File: src/rtl/sled_pkg.sv
// Shared types and constants of the string literal escape decoder.
`timescale 1ns / 1ps

package sled_pkg;

  // result kinds carried on out_tuser
  typedef enum logic [1:0] {
    KIND_DATA  = 2'd0,
    KIND_DONE  = 2'd1,
    KIND_ERROR = 2'd2
  } kind_t;

  // register index of append_nul (paddr[2])
  localparam logic REG_IDX_APPEND_NUL = 1'b0;

  typedef struct packed {
    logic [7:0] data;
    kind_t      kind;
  } res_t;

  // one queue entry: the results caused by one character
  typedef struct packed {
    logic two;   // r1 follows r0
    res_t r0;
    res_t r1;
  } q_entry_t;

  typedef struct packed {
    logic full;
    logic empty;
  } q_status_t;

endpackage

File: src/rtl/sled_front.sv
// Front end: accepts characters and runs the literal/escape parser.
`timescale 1ns / 1ps

module sled_front (
  input  logic                 clk,
  input  logic                 rst_n,
  input  logic                 append_nul,
  input  logic                 in_tvalid,
  output logic                 in_tready,
  input  logic [7:0]           in_tdata,   // [7:0] text_char
  input  sled_pkg::q_status_t  q_st,
  output logic                 q_push,
  output sled_pkg::q_entry_t   q_wdata
);

  typedef enum logic [6:0] {
    PH_OPEN  = 7'b0000001,
    PH_STR   = 7'b0000010,
    PH_ESC   = 7'b0000100,
    PH_HEX   = 7'b0001000,
    PH_OCT   = 7'b0010000,
    PH_CLOSE = 7'b0100000,
    PH_DRAIN = 7'b1000000
  } phase_t;

  typedef struct packed {
    logic           emit;
    sled_pkg::res_t r;
    phase_t         ph;
  } lit_t;

  localparam logic [7:0] CH_NUL   = 8'h00;
  localparam logic [7:0] CH_TAB   = 8'h09;
  localparam logic [7:0] CH_SPACE = 8'h20;
  localparam logic [7:0] CH_QUOTE = 8'h22;
  localparam logic [7:0] CH_APOS  = 8'h27;
  localparam logic [7:0] CH_COMMA = 8'h2c;
  localparam logic [7:0] CH_QMARK = 8'h3f;
  localparam logic [7:0] CH_BSL   = 8'h5c;
  localparam logic [7:0] CH_A     = 8'h61;
  localparam logic [7:0] CH_B     = 8'h62;
  localparam logic [7:0] CH_F     = 8'h66;
  localparam logic [7:0] CH_N     = 8'h6e;
  localparam logic [7:0] CH_R     = 8'h72;
  localparam logic [7:0] CH_T     = 8'h74;
  localparam logic [7:0] CH_V     = 8'h76;
  localparam logic [7:0] CH_X     = 8'h78;

  phase_t     phase_r, phase_nxt;
  logic [7:0] accum_r, accum_nxt;
  logic [1:0] oct_r, oct_nxt;
  logic       hex_seen_r, hex_seen_nxt;

  logic           fire;
  lit_t           lit;
  logic [4:0]     hx;       // {valid, value}
  logic           is_oct;
  phase_t         err_ph;
  logic           em_a, em_b;
  sled_pkg::res_t res_a, res_b;
  logic           esc_hit;
  logic [7:0]     esc_val;

  // ordinary character inside a literal
  function automatic lit_t literal_step(input logic [7:0] c);
    lit_t l;
    l.emit   = 1'b0;
    l.r.data = c;
    l.r.kind = sled_pkg::KIND_DATA;
    l.ph     = PH_STR;
    if (c == CH_NUL) begin
      l.emit   = 1'b1;
      l.r.data = 8'h00;
      l.r.kind = sled_pkg::KIND_ERROR;
      l.ph     = PH_OPEN;
    end else if (c == CH_QUOTE) begin
      l.ph = PH_CLOSE;
    end else if (c == CH_BSL) begin
      l.ph = PH_ESC;
    end else begin
      l.emit = 1'b1;
    end
    return l;
  endfunction

  function automatic logic [4:0] hex_val(input logic [7:0] c);
    logic [7:0] t;
    t = 8'h00;
    if (c inside {[8'h30:8'h39]}) begin
      t = c - 8'h30;
      return {1'b1, t[3:0]};
    end else if (c inside {[8'h61:8'h66]}) begin
      t = c - 8'h57;
      return {1'b1, t[3:0]};
    end else if (c inside {[8'h41:8'h46]}) begin
      t = c - 8'h37;
      return {1'b1, t[3:0]};
    end
    return 5'd0;
  endfunction

  assign in_tready = !q_st.full;
  assign fire      = in_tvalid && in_tready;

  always_comb begin
    lit     = literal_step(in_tdata);
    hx      = hex_val(in_tdata);
    is_oct  = in_tdata inside {[8'h30:8'h37]};
    err_ph  = (in_tdata == CH_NUL) ? PH_OPEN : PH_DRAIN;

    phase_nxt    = phase_r;
    accum_nxt    = accum_r;
    oct_nxt      = oct_r;
    hex_seen_nxt = hex_seen_r;
    em_a         = 1'b0;
    em_b         = 1'b0;
    res_a        = '{data: 8'h00, kind: sled_pkg::KIND_DATA};
    res_b        = '{data: 8'h00, kind: sled_pkg::KIND_DATA};

    // simple escapes
    esc_hit = 1'b1;
    esc_val = in_tdata;
    case (in_tdata)
      CH_A:     esc_val = 8'd7;
      CH_B:     esc_val = 8'd8;
      CH_F:     esc_val = 8'd12;
      CH_N:     esc_val = 8'd10;
      CH_R:     esc_val = 8'd13;
      CH_T:     esc_val = 8'd9;
      CH_V:     esc_val = 8'd11;
      CH_BSL:   esc_val = CH_BSL;
      CH_QUOTE: esc_val = CH_QUOTE;
      CH_APOS:  esc_val = CH_APOS;
      CH_QMARK: esc_val = CH_QMARK;
      default:  esc_hit = 1'b0;
    endcase

    case (phase_r)
      PH_OPEN: begin
        if (in_tdata == CH_QUOTE) begin
          phase_nxt = PH_STR;
        end else if (in_tdata != CH_SPACE && in_tdata != CH_TAB) begin
          em_a       = 1'b1;
          res_a.kind = sled_pkg::KIND_ERROR;
          phase_nxt  = err_ph;
        end
      end
      PH_STR: begin
        em_a      = lit.emit;
        res_a     = lit.r;
        phase_nxt = lit.ph;
      end
      PH_ESC: begin
        if (in_tdata == CH_NUL) begin
          em_a       = 1'b1;
          res_a.kind = sled_pkg::KIND_ERROR;
          phase_nxt  = PH_OPEN;
        end else if (esc_hit) begin
          em_a       = 1'b1;
          res_a.data = esc_val;
          phase_nxt  = PH_STR;
        end else if (in_tdata == CH_X) begin
          accum_nxt    = 8'h00;
          hex_seen_nxt = 1'b0;
          phase_nxt    = PH_HEX;
        end else if (is_oct) begin
          accum_nxt = {5'd0, in_tdata[2:0]};
          oct_nxt   = 2'd1;
          phase_nxt = PH_OCT;
        end else begin
          em_a       = 1'b1;
          res_a.kind = sled_pkg::KIND_ERROR;
          phase_nxt  = PH_DRAIN;
        end
      end
      PH_HEX: begin
        if (hx[4]) begin
          accum_nxt    = {accum_r[3:0], hx[3:0]};
          hex_seen_nxt = 1'b1;
        end else if (!hex_seen_r) begin
          em_a       = 1'b1;
          res_a.kind = sled_pkg::KIND_ERROR;
          phase_nxt  = err_ph;
        end else begin
          // escape ends; terminating char handled as a literal char
          em_a       = 1'b1;
          res_a.data = accum_r;
          em_b       = lit.emit;
          res_b      = lit.r;
          phase_nxt  = lit.ph;
        end
      end
      PH_OCT: begin
        if (is_oct) begin
          accum_nxt = {accum_r[4:0], in_tdata[2:0]};
          oct_nxt   = oct_r + 2'd1;
          if (oct_r >= 2'd2) begin
            em_a       = 1'b1;
            res_a.data = {accum_r[4:0], in_tdata[2:0]};
            oct_nxt    = 2'd0;
            phase_nxt  = PH_STR;
          end
        end else begin
          em_a       = 1'b1;
          res_a.data = accum_r;
          oct_nxt    = 2'd0;
          em_b       = lit.emit;
          res_b      = lit.r;
          phase_nxt  = lit.ph;
        end
      end
      PH_CLOSE: begin
        if (in_tdata == CH_SPACE || in_tdata == CH_TAB) begin
          phase_nxt = PH_CLOSE;
        end else if (in_tdata == CH_COMMA) begin
          phase_nxt = PH_OPEN;
        end else if (in_tdata == CH_QUOTE) begin
          phase_nxt = PH_STR;
        end else if (in_tdata == CH_NUL) begin
          em_a      = 1'b1;
          phase_nxt = PH_OPEN;
          if (append_nul) begin
            em_b       = 1'b1;
            res_b.kind = sled_pkg::KIND_DONE;
          end else begin
            res_a.kind = sled_pkg::KIND_DONE;
          end
        end else begin
          em_a       = 1'b1;
          res_a.kind = sled_pkg::KIND_ERROR;
          phase_nxt  = PH_DRAIN;
        end
      end
      PH_DRAIN: begin
        if (in_tdata == CH_NUL) phase_nxt = PH_OPEN;
      end
      default: begin
        phase_nxt = PH_OPEN;
      end
    endcase
  end

  assign q_push     = fire && em_a;
  assign q_wdata.two = em_b;
  assign q_wdata.r0  = res_a;
  assign q_wdata.r1  = res_b;

  always_ff @(posedge clk) begin
    if (!rst_n) begin
      phase_r    <= PH_OPEN;
      accum_r    <= 8'h00;
      oct_r      <= 2'd0;
      hex_seen_r <= 1'b0;
    end else if (fire) begin
      phase_r    <= phase_nxt;
      accum_r    <= accum_nxt;
      oct_r      <= oct_nxt;
      hex_seen_r <= hex_seen_nxt;
    end
  end

endmodule

File: src/rtl/sled_queue.sv
// Small FIFO of result entries between parser and output stage.
`timescale 1ns / 1ps

module sled_queue #(
  parameter int DEPTH = 4
) (
  input  logic                clk,
  input  logic                rst_n,
  input  logic                push,
  input  sled_pkg::q_entry_t  wdata,
  input  logic                pop,
  output sled_pkg::q_entry_t  rdata,
  output sled_pkg::q_status_t st
);

  localparam int AW = (DEPTH > 1) ? $clog2(DEPTH) : 1;
  localparam int CW = $clog2(DEPTH + 1);

  sled_pkg::q_entry_t slots_r [DEPTH];
  logic [AW-1:0] wr_ptr_r, rd_ptr_r;
  logic [CW-1:0] count_r;

  function automatic logic [AW-1:0] ptr_inc(input logic [AW-1:0] p);
    return (p == AW'(DEPTH - 1)) ? '0 : p + AW'(1);
  endfunction

  assign st.full  = (count_r == CW'(DEPTH));
  assign st.empty = (count_r == '0);
  assign rdata    = slots_r[rd_ptr_r];

  always_ff @(posedge clk) begin
    if (push) slots_r[wr_ptr_r] <= wdata;
  end

  always_ff @(posedge clk) begin
    if (!rst_n) begin
      wr_ptr_r <= '0;
      rd_ptr_r <= '0;
      count_r  <= '0;
    end else begin
      if (push) wr_ptr_r <= ptr_inc(wr_ptr_r);
      if (pop)  rd_ptr_r <= ptr_inc(rd_ptr_r);
      if (push && !pop)      count_r <= count_r + CW'(1);
      else if (!push && pop) count_r <= count_r - CW'(1);
    end
  end

endmodule

File: src/rtl/sled_back.sv
// Back end: splits queue entries into result beats behind an output register.
`timescale 1ns / 1ps

module sled_back (
  input  logic                clk,
  input  logic                rst_n,
  input  sled_pkg::q_entry_t  q_rdata,
  input  sled_pkg::q_status_t q_st,
  output logic                q_pop,
  output logic                out_tvalid,
  input  logic                out_tready,
  output logic [7:0]          out_tdata,  // [7:0] out_byte
  output logic [1:0]          out_tuser,  // [1:0] result_kind
  output logic                out_tlast   // last_of_item
);

  logic           valid_r;
  sled_pkg::res_t res_r;
  logic           last_r;
  logic           half_r;   // first result of a two-result entry sent
  logic           load;
  logic           first_only;

  assign load       = (!valid_r || out_tready) && !q_st.empty;
  assign first_only = q_rdata.two && !half_r;
  assign q_pop      = load && !first_only;

  always_ff @(posedge clk) begin
    if (!rst_n) begin
      valid_r <= 1'b0;
      half_r  <= 1'b0;
    end else if (load) begin
      valid_r <= 1'b1;
      half_r  <= first_only;
    end else if (out_tready) begin
      valid_r <= 1'b0;
    end
  end

  always_ff @(posedge clk) begin
    if (load) begin
      res_r  <= half_r ? q_rdata.r1 : q_rdata.r0;
      last_r <= !first_only;
    end
  end

  assign out_tvalid = valid_r;
  assign out_tdata  = res_r.data;
  assign out_tuser  = res_r.kind;
  assign out_tlast  = last_r;

endmodule

File: src/rtl/string_literal_escape_decoder_top.sv
// Top level of the string literal escape decoder.
`timescale 1ns / 1ps
//
// Decodes a list of double-quoted C string literals, one source character
// per input beat (in_tdata; 0 ends the text), into a stream of result beats.
// Result beat: out_tdata = decoded byte, out_tuser = kind (0 data, 1 done,
// 2 error), out_tlast = last result caused by that input character.
// A character yields zero, one or two results.
// Config: APB-style port, register 0 (byte address 0) = append_nul, bit 0.
// When set, a zero data byte is sent ahead of the done beat.
// Throughput: one character per cycle while the queue is not full.
// The output stage sends one result per cycle while out_tready is high,
// so a character that causes two results adds an output beat; the queue
// absorbs the burst. A result is offered on out_tvalid after the accepted
// character is written to the queue and then to the output register.
// Stall: when out_tready is low the output register holds, the queue fills
// (Q_DEPTH entries) and in_tready drops once it is full.
// Reset (rst_n low, synchronous): parser back to expecting an opening
// quote, queue emptied, output invalid, append_nul cleared.
//
module string_literal_escape_decoder_top #(
  parameter int Q_DEPTH = 4
) (
  input  logic        clk,
  input  logic        rst_n,
  // character stream
  input  logic        in_tvalid,
  output logic        in_tready,
  input  logic [7:0]  in_tdata,    // [7:0] text_char
  // result stream
  output logic        out_tvalid,
  input  logic        out_tready,
  output logic [7:0]  out_tdata,   // [7:0] out_byte
  output logic [1:0]  out_tuser,   // [1:0] result_kind
  output logic        out_tlast,   // last_of_item
  // configuration
  input  logic        cfg_psel,
  input  logic        cfg_penable,
  input  logic        cfg_pwrite,
  input  logic [2:0]  cfg_paddr,
  input  logic [31:0] cfg_pwdata,
  output logic [31:0] cfg_prdata,
  output logic        cfg_pready
);

  logic append_nul_r;
  logic cfg_wr;

  sled_pkg::q_entry_t  q_wdata, q_rdata;
  sled_pkg::q_status_t q_st;
  logic                q_push, q_pop;

  // config port: cfg_pready always high, paddr[2] selects the register
  assign cfg_pready = 1'b1;
  assign cfg_wr     = cfg_psel && cfg_penable && cfg_pwrite && cfg_pready;
  assign cfg_prdata = (cfg_paddr[2] == sled_pkg::REG_IDX_APPEND_NUL) ?
                      {31'd0, append_nul_r} : 32'd0;

  always_ff @(posedge clk) begin
    if (!rst_n) begin
      append_nul_r <= 1'b0;
    end else if (cfg_wr && cfg_paddr[2] == sled_pkg::REG_IDX_APPEND_NUL) begin
      append_nul_r <= cfg_pwdata[0];
    end
  end

  // parser: classifies each character into queue entries
  sled_front u_front (
    .clk        (clk),
    .rst_n      (rst_n),
    .append_nul (append_nul_r),
    .in_tvalid  (in_tvalid),
    .in_tready  (in_tready),
    .in_tdata   (in_tdata),
    .q_st       (q_st),
    .q_push     (q_push),
    .q_wdata    (q_wdata)
  );

  sled_queue #(
    .DEPTH (Q_DEPTH)
  ) u_queue (
    .clk   (clk),
    .rst_n (rst_n),
    .push  (q_push),
    .wdata (q_wdata),
    .pop   (q_pop),
    .rdata (q_rdata),
    .st    (q_st)
  );

  // output stage: one result beat per cycle while out_tready is high
  sled_back u_back (
    .clk        (clk),
    .rst_n      (rst_n),
    .q_rdata    (q_rdata),
    .q_st       (q_st),
    .q_pop      (q_pop),
    .out_tvalid (out_tvalid),
    .out_tready (out_tready),
    .out_tdata  (out_tdata),
    .out_tuser  (out_tuser),
    .out_tlast  (out_tlast)
  );

endmodule

File: config.mk
export PLATFORM = sky130hd
export DESIGN_NAME = string_literal_escape_decoder_top
export DESIGN_NICKNAME = d
export VERILOG_FILES = /design/src/rtl/sled_pkg.sv /design/src/rtl/sled_front.sv /design/src/rtl/sled_queue.sv /design/src/rtl/sled_back.sv /design/src/rtl/string_literal_escape_decoder_top.sv
export SDC_FILE = /design/constraint.sdc
export NUM_CORES = 1
export LEC_CHECK = 0
export BUFFER_PORTS_ARGS = -buffer_cell sky130_fd_sc_hd__buf_2
export CAP_MARGIN = 20
export CORE_MARGIN = 5
export CORE_UTILIZATION = 30
export DETAILED_ROUTE_END_ITERATION = 7
export SLEW_MARGIN = 40
export SYNTH_ARGS = -nofsm -noshare
export SYNTH_HDL_FRONTEND = slang
export SYNTH_SLANG_ARGS = --single-unit
File: constraint.sdc
create_clock -name clk -period 4.1 [get_ports clk]
set_input_delay 0.82 -clock clk [delete_from_list [all_inputs] [get_ports clk]]
set_output_delay 0.82 -clock clk [all_outputs]
set_load 0.005 [all_outputs]
==> out/qor.yml, run 1 <==
status: "complete, no violations"
p_switching_mw: 1.08
synth-seq-cells: 125
p_sw_share_pct: 25.4
rsz0062_at_grt: "false"
grtUsageMet2_pct: 19.6
synth_area_um2: 6420
yosysSeqAreaShare_pct: 53.7
ant_nets: 0
slew-limit-headroom_pct: 59.1
p_clk_share_pct: 37.5
max-cap-violations: 0
cts.path.max_buffers: 2
use_met3_pct: 3.21
crit_path_end: "u_queue.count_r[2]"
grt_max_degree: 25
ir_drop_v: 0.000237
grt_most_used_layer: "met2"
rows: 53
htree_levels: 4
wl_per_cell_um: 17.1
yosysUniqueCellTypes: 83
worst_setup_path_end_kind: "flop"
area_growth_pct: 17.4
multi_input_area_um2: 2680
finalHoldViolCount: 0
nets: 620
async_reset_ff_share_pct: 0
synth_top_flop_cell: "edfxtp_1"
crit_required_ps: 4440
core_area_um2: 21100
synth_top_area_cell: "edfxtp_1"
grt_pass1_vias: 4198
use_met1_pct: 16.3
post-route-util_pct: 35.8
cp_max_fo: 10
via_count: 4310
power_density_nw_per_um2: 560
die_area_um2: 24400
antenna_found_initial: 0
worstSetupPathType: "in -> reg"
fillers: 2036
r2r-start: "u_front.phase_r[6]"
synthesis.instances: 513
viasPerCell: 5.09
crit_path_start: "in_tdata[0]"
max_clock_freq_ghz: 0.282
cts_buffers: 17
drt-total-wl_mm: 14.5
worstSkewPairLatency_ps: 410
place_congestion: 0.916
diodes: 0
pwr-share-seq_pct: 39.7
grt_pass1_wl_mm: 23.3
finalCritPeriodShare_pct: 86.5
reg2reg_slack_ps: 640
clkTransAtPathRegs_ps: 50
syn_avg_cell_area_um2: 12.5
layout_min_cycle_time_ps: 3550
drc: 0
die_w_um: 156
skew_ps: 10.8
slew_viol_final: 0
setup_tns_ps: 0
p_int_mw: 3.15
synth_edf_count: 95
drive_gt1_share_pct: 25.0
ys_top_cells_by_area: "edfxtp_1 (44%), dfxtp_1 (9.3%), mux4_2 (7.4%)"
synthMostInstantiatedCell: "edfxtp_1"
power.total_mw: 4.23
cp.arrival_ps: 3880
p_leak_nw: 2.67
root_buffer: "clkbuf_16"
io_pins: 96
setup_ws_ps: 554
initial_utilization_pct: 30.5
r2r_end: "u_queue.count_r[2]"
r2r_cells: 11
pwr-share-comb_pct: 22.9
start_kind: "input port"
cts_setup_buffers: 0
cts_tree: "built"
hold_class: "reg -> reg"
setup_viol: 0
synth_top_area_share_pct: 44.4
dr.pass1.iters: 6
cts_hold_buf: 0
port_buffers: 30
yosys_warnings: 0
cts-resized-gates: 0
dp_hpwl_mm: 10.2
drt_iter0_drc: 388
dpl_worst_slack_ps: 139
die_y_um: 156
cts_sinks: 125
holdWs_ps: 474
grt_use_total_pct: 12.3
overflow: 0
seq_area_um2: 3450
worst_pin_slew_ps: 613
netlist_top_cells_count: "edfxtp_1 (95), buf_4 (34), nor2_1 (33), nand2_1 (31), dfxtp_1 (30)"
[cell usage in the layout (no fill, tap or decap), types with 5 or more instances in the layout]
master     instances
or3_1              9
nand2_1           31
mux2_2            11
nand3_1            6
and3_1             7
and2_1            15
conb_1            32
dfxtp_1           30
a21oi_1           22
nor2_1            33
clkbuf_16         17
nor2b_1            5
inv_1             12
ha_1              10
o21ai_0           10
bufinv_16          5
buf_2             30
a22oi_1            6
mux2i_1            6
edfxtp_1          95
a211oi_2           8
nand2b_1           5
nor3_1            12
mux4_2            21
buf_4             21
[logic make-up after synthesis]
logic type,after synthesis,share of synthesized area (%)
fa+ha+maj,11,2.26
buf+inv,71,6.31
mux,38,10.2
compound gates,95,11.5
xor+xnor,3,0.409
other cells,2,0.117
flops,125,53.7
simple gates,168,15.4
[registers in the layout, summed over array words and instances, names as in the netlist, named ones only]
signal / count
u_queue.count_r: 3
u_back.half_r: 1
append_nul_r: 1
u_back.out_tlast: 1
u_front.accum_r: 8
u_queue.rd_ptr_r: 2
u_queue.wr_ptr_r: 2
u_front.phase_r: 7
u_back.out_tdata: 8
u_back.out_tvalid: 1
u_front.hex_seen_r: 1
u_front.oct_r: 2
u_queue.slots_r: 84
u_back.out_tuser: 2
[per-stage QoR]
stage               cells  cell area, um^2
floorplan             543             6540
global route          847             7540
detailed placement    815             6910
CTS                   847             7540
finish                847             7540
global placement      815             6910
[power by group through the flow]
stage	clock (mW)	combinational (mW)	sequential [mW]
3_3_place_gp	0	0.964	1.69
2_1_floorplan	0	0.710	1.68
4_1_cts	1.62	0.987	1.68
5_1_grt	1.68	1.06	1.70
6_report	1.58	0.967	1.68
3_5_place_dp	0	0.978	1.71
[area by class of cell]
| cell class | instances | share of cell area, % |
|---|---|---|
| clock buffer | 20 | 5.79 |
| clock inverter | 12 | 2.57 |
| inverter | 13 | 0.647 |
| multi-input combinational | 347 | 35.5 |
| sequential | 125 | 45.8 |
| tap | 275 | 4.56 |
| timing repair buffer | 55 | 5.14 |
[routing by layer]
metal	vias to the layer above	share of wire, %
li1	2007	-
met1	2109	44
met2	174	48
met3	20	6.6
met4	0	1.3
met5	-	0
[how the worst min path moves through the flow]
stage                           start                end  slack (ps)  depth (start not counted)
global route        u_back.out_tvalid  u_back.out_tvalid         510                          2
finish              u_back.out_tvalid  u_back.out_tvalid         470                          2
global placement    u_back.out_tvalid  u_back.out_tvalid         460                          2
floorplan           u_back.out_tvalid  u_back.out_tvalid         460                          2
detailed placement  u_back.out_tvalid  u_back.out_tvalid         470                          2
CTS                 u_back.out_tvalid  u_back.out_tvalid         480                          2
[worst max-delay path: stages]
cell and delay [ps]:
buf_2 200, inv_1 110, ha_1 330, o21bai_1 280
a21oi_1 220, nor2_4 190, nand2_2 110, a311oi_4 350
ha_1 220, inv_1 60, fa_1 370, xor2_1 160
or3_1 300, a21oi_1 150
Note: power is estimated with default switching activity, not from simulation.
==> run 2: changes to the inputs <==
--- a/config.mk
+++ b/config.mk
@@ -10,6 +10,7 @@
 export CORE_MARGIN = 5
 export CORE_UTILIZATION = 30
 export DETAILED_ROUTE_END_ITERATION = 7
+export PLACE_DENSITY = 0.44
 export SLEW_MARGIN = 40
 export SYNTH_ARGS = -nofsm -noshare
 export SYNTH_HDL_FRONTEND = slang
==> out/qor.yml, run 2 (synthesis results as in run 1) <==
status: "complete, no violations"
overflow: 0
dr.pass1.iters: 5
worst_setup_path_end_kind: "flop"
p_clk_share_pct: 34.5
viasPerCell: 5.08
fillers: 2134
ir_drop_v: 0.000266
pwr-share-comb_pct: 23.8
seq_area_um2: 3450
p_sw_share_pct: 27.1
layout_min_cycle_time_ps: 3430
wl_per_cell_um: 18.7
nets: 624
place_congestion: 0.819
dp_cells: 819
port_buffers: 30
slew-limit-headroom_pct: 55.8
antenna_found_initial: 0
clkTransAtPathRegs_ps: 60
worstSetupPathType: "reg -> reg"
skew_ps: 7.63
cts_buffers: 17
drt_iter0_drc: 263
dp_hpwl_mm: 11.2
finalHoldViolCount: 0
drt-total-wl_mm: 15.9
cts_hold_buf: 0
via_count: 4319
mostFrequentLayoutCells: "edfxtp_1 (95), nor2_1 (33), conb_1 (32)"
rows: 53
p_int_mw: 2.94
worstSkewPairLatency_ps: 410
grt_use_total_pct: 13.5
setup_tns_ps: 0
die_w_um: 156
cts_setup_buffers: 0
diodes: 0
ant_nets: 0
p_leak_nw: 2.64
grt_max_degree: 24
core_area_um2: 21100
max_clock_freq_ghz: 0.291
area_growth_pct: 15.9
grt_pass1_vias: 4440
start_kind: "flop"
cp_max_fo: 6
setup_ws_ps: 668
finalCritPeriodShare_pct: 83.7
crit_required_ps: 4440
p_switching_mw: 1.09
cts-resized-gates: 0
cts_sinks: 125
multi_input_area_um2: 2680
cts.path.max_buffers: 2
drc: 0
max-cap-violations: 0
dpl-instance-area_um2: 6890
stdcell_area_um2: 7450
slew_viol_final: 0
die_y_um: 156
pwr-share-seq_pct: 41.6
cp.arrival_ps: 3770
root_buffer: "clkbuf_16"
setup_viol: 0
hold_class: "reg -> reg"
top_register: "u_queue.slots_r"
initial_utilization_pct: 30.5
largest_reg_flops: 84
io_pins: 96
cts_tree: "built"
die_area_um2: 24400
final_cells: 851
drive_gt1_share_pct: 24.8
final_common_cell: "edfxtp_1"
grt_pass1_wl_mm: 25.1
dpl_worst_slack_ps: 296
htree_levels: 4
worst_pin_slew_ps: 661
rsz0062_at_grt: "false"
power_density_nw_per_um2: 541
-- run 2: cell types whose count changed in the layout (fill, tap and decap cells not counted), moves of 3 or more --
| cell | change |
|---|---|
| clkinv_1 | +6 |
| clkbuf_1 | -3 |
| buf_12 | -4 |
| bufinv_16 | -3 |
| buf_4 | +8 |
-- run 2: cell type report --
| cell class | count | share of cell area (%) |
|---|---|---|
| clock buffers | 17 | 5.71 |
| clock inverters | 15 | 1.73 |
| inverters | 13 | 0.655 |
| multi-input cells | 347 | 36.0 |
| flip-flops and latches | 125 | 46.4 |
| well taps | 275 | 4.62 |
| repair buffers | 59 | 4.94 |
-- run 2: worst max-delay path, stage by stage, from the launching register on --
cell	delay, ps
dfxtp_1	360
or4_4	610
or3_1	510
nor2_4	170
nand2_2	100
a311oi_4	320
ha_1	230
inv_1	70
fa_1	370
xor2_1	160
or3_1	320
a21oi_1	140
-- run 2: metal layers --
metal	vias up	GRT usage [%]	wire, um
met2	127	22.6	7890
met4	0	4.09	204
met5	-	0	0
met1	2161	17.4	7060
li1	2018	-	-
met3	13	3.54	747
-- run 2: power by group through the flow --
| stage | sequential [mW] | clock (mW) | combinational (mW) |
|---|---|---|---|
| after global routing | 1.70 | 1.50 | 1.06 |
| after detailed placement | 1.71 | 0 | 0.985 |
| after CTS | 1.68 | 1.43 | 0.990 |
| after floorplan | 1.68 | 0 | 0.710 |
| final | 1.68 | 1.39 | 0.960 |
| after global placement | 1.70 | 0 | 0.967 |
-- run 2: path summary, 6_finish.rpt --
| check | slack, ps | start | cells past startpoint | end |
|---|---|---|---|---|
| worst max-delay path | 670 | u_front.phase_r[6] | 11 | u_queue.count_r[2] |
| worst min-delay path | 480 | u_back.out_tvalid | 2 | u_back.out_tvalid |
| worst max register to register | 670 | u_front.phase_r[6] | 11 | u_queue.count_r[2] |
| worst min register to register | 480 | u_back.out_tvalid | 2 | u_back.out_tvalid |
-- run 2: stage by stage --
| stage | power, mW | utilization (%) | hold WS (ps) |
|---|---|---|---|
| final | 4.03 | 35.3 | 480 |
| after global routing | 4.27 | 35.3 | 523 |
| after CTS | 4.11 | 35.3 | 482 |
| after detailed placement | 2.69 | 32.7 | 476 |
| after global placement | 2.67 | 32.7 | 450 |
| after floorplan | 2.39 | - | 461 |
==> run 3: changes to the inputs <==
--- a/config.mk
+++ b/config.mk
@@ -10,7 +10,7 @@
 export CORE_MARGIN = 5
 export CORE_UTILIZATION = 30
 export DETAILED_ROUTE_END_ITERATION = 7
-export PLACE_DENSITY = 0.44
+export PLACE_DENSITY = 0.46
 export SLEW_MARGIN = 40
 export SYNTH_ARGS = -nofsm -noshare
 export SYNTH_HDL_FRONTEND = slang
==> constraint.sdc (replaced) <==
create_clock -name clk -period 2.98 [get_ports clk]
set_input_delay 0.596 -clock clk [delete_from_list [all_inputs] [get_ports clk]]
set_output_delay 0.596 -clock clk [all_outputs]
set_load 0.005 [all_outputs]
==> out/qor.yml, run 3 (synthesis results as in run 1) <==
place_congestion: 0.838
htree_levels: 4
cp_slowest_cell: "or4_4"
worst_pin_slew_ps: 553
grt_max_degree: 22
ir_drop_v: 0.000309
stdcell_area_um2: 8110
drc: 0
die_w_um: 156
root_buffer: "clkbuf_16"
antenna_found_initial: 0
min_path_cells: 4
hold_class: "in -> reg"
reg2reg_slack_ps: -90
grt_pass1_vias: 4725
start_kind: "flop"
cts_hold_buf: 0
status: "finished, violations left"
setup_tns_ps: -87.5
hold_end: "u_back.out_tvalid"
drt-total-wl_mm: 16.5
cts_sinks: 125
ant_nets: 0
largest_reg_flops: 84
setup_viol: 1
layout_min_cycle_time_ps: 3070
dr.pass1.iters: 5
power.total_mw: 5.69
seq_area_um2: 3460
rows: 53
skew_ps: 13.0
diodes: 0
final_common_cell: "edfxtp_1"
finalHoldViolCount: 0
setup_ws_ps: -87.5
power_density_nw_per_um2: 702
drt_iter0_drc: 400
worst_setup_path_end_kind: "flop"
cp.arrival_ps: 3410
initial_utilization_pct: 30.5
grt_use_total_pct: 14.1
cp_max_fo: 4
crit_chain: "or4_4, or3_4, nor2_4, nand2_2, a311oi_4, ha_2, inv_2, fa_2, xor2_1, or3_1, a21oi_1"
cts.path.max_buffers: 2
slew_viol_final: 0
grt_pass1_wl_mm: 26.7
via_count: 4497
worstSetupPathType: "reg -> reg"
max-cap-violations: 0
die_y_um: 156
finalCritPeriodShare_pct: 103
wl_per_cell_um: 18.0
dpl-instance-area_um2: 7500
r2r-start: "u_front.phase_r[0]"
max_clock_freq_ghz: 0.326
port_buffers: 30
r2r_cells: 11
die_area_um2: 24400
holdWs_ps: 455
io_pins: 96
crit_path_max_incr_delay_ps: 580
slew-limit-headroom_pct: 63.2
multi_input_area_um2: 2750
worstSkewPairLatency_ps: 410
cts_buffers: 17
fillers: 2040
drive_gt1_share_pct: 36.4
dp_hpwl_mm: 12.2
violations: "negative setup slack"
crit_required_ps: 3320
dpl_worst_slack_ps: -437
overflow: 0
mostFrequentLayoutCells: "edfxtp_1 (95), buf_4 (93), nor2_1 (32), conb_1 (32)"
worstHoldStart: "out_tready"
clkTransAtPathRegs_ps: 60
rsz0062_at_grt: "true"
viasPerCell: 4.88
area_growth_pct: 26.2
top_register: "u_queue.slots_r"
core_area_um2: 21100
cts_tree: "built"
r2r_end: "u_queue.count_r[2]"
p_leak_nw: 3.02
nets: 694
[run 3: cell count changes in the layout (fill, tap and decap cells not counted), moves of 2 or more]
cell / previous run / this run
buf_4: 29 / 93
dfxtp_2: 0 / 2
nor3_1: 12 / 10
dfxtp_1: 30 / 28
ha_1: 10 / 7
clkinv_2: 2 / 4
clkinv_1: 7 / 0
buf_12: 0 / 5
clkbuf_1: 0 / 4
inv_1: 13 / 11
ha_2: 0 / 2
clkinv_4: 1 / 3
[run 3: worst max path at each step]
stage                         end          startpoint  depth (start not counted)
2_1_floorplan  u_queue.count_r[2]  u_front.phase_r[2]                         12
3_3_place_gp   u_queue.count_r[2]         in_tdata[0]                         14
3_5_place_dp   u_queue.count_r[2]         in_tdata[0]                         14
4_1_cts        u_queue.count_r[2]  u_front.phase_r[0]                         11
5_1_grt        u_queue.count_r[2]  u_front.phase_r[0]                         12
6_report       u_queue.count_r[2]  u_front.phase_r[0]                         11
[run 3: cell type report]
class,instances,area share [%]
inverters,13,0.633
clock inverters,10,1.14
multi-input cells,347,33.9
repair buffers,129,11.8
flip-flops and latches,125,42.6
clock buffers,22,5.60
well taps,275,4.24
[run 3: per-layer routing]
metal	track usage (%)	vias up	share of wire, %
li1	-	2154	-
met1	18.6	2217	45
met2	23.5	108	49
met3	2.60	18	3.9
met4	4.92	0	1.4
met5	0	-	0
[run 3: repair_timing]
| item | 4_1_cts | 5_1_grt |
|---|---|---|
| gates cloned | 0 | 0 |
| pin swaps | 5 | 0 |
| endpoints found under the setup margin | 1 | 2 |
| resized for setup | 6 | 2 |
| setup buffers | 3 | 0 |
[run 3: critical path: cells and delay by family (launching register included)]
family	cells	cell delay, ps
fa+ha+maj	2	580
buf+inv	1	40
xor+xnor	1	150
flops	1	320
compound gates	2	400
simple gates	5	1500
[run 3: per-stage QoR]
stage	util (%)	instances
global route	38.5	921
CTS	38.4	921
global placement	35.6	886
floorplan	-	543
finish	38.5	921
detailed placement	35.6	886
[run 3: where the power goes]
part	internal, mW	switching [mW]	total [mW]	leakage (nW)
sequential	2.18	0.0874	2.27	1.16
combinational	0.802	0.736	1.54	1.58
clock	1.17	0.718	1.89	0.268
total	4.15	1.54	5.69	3.02
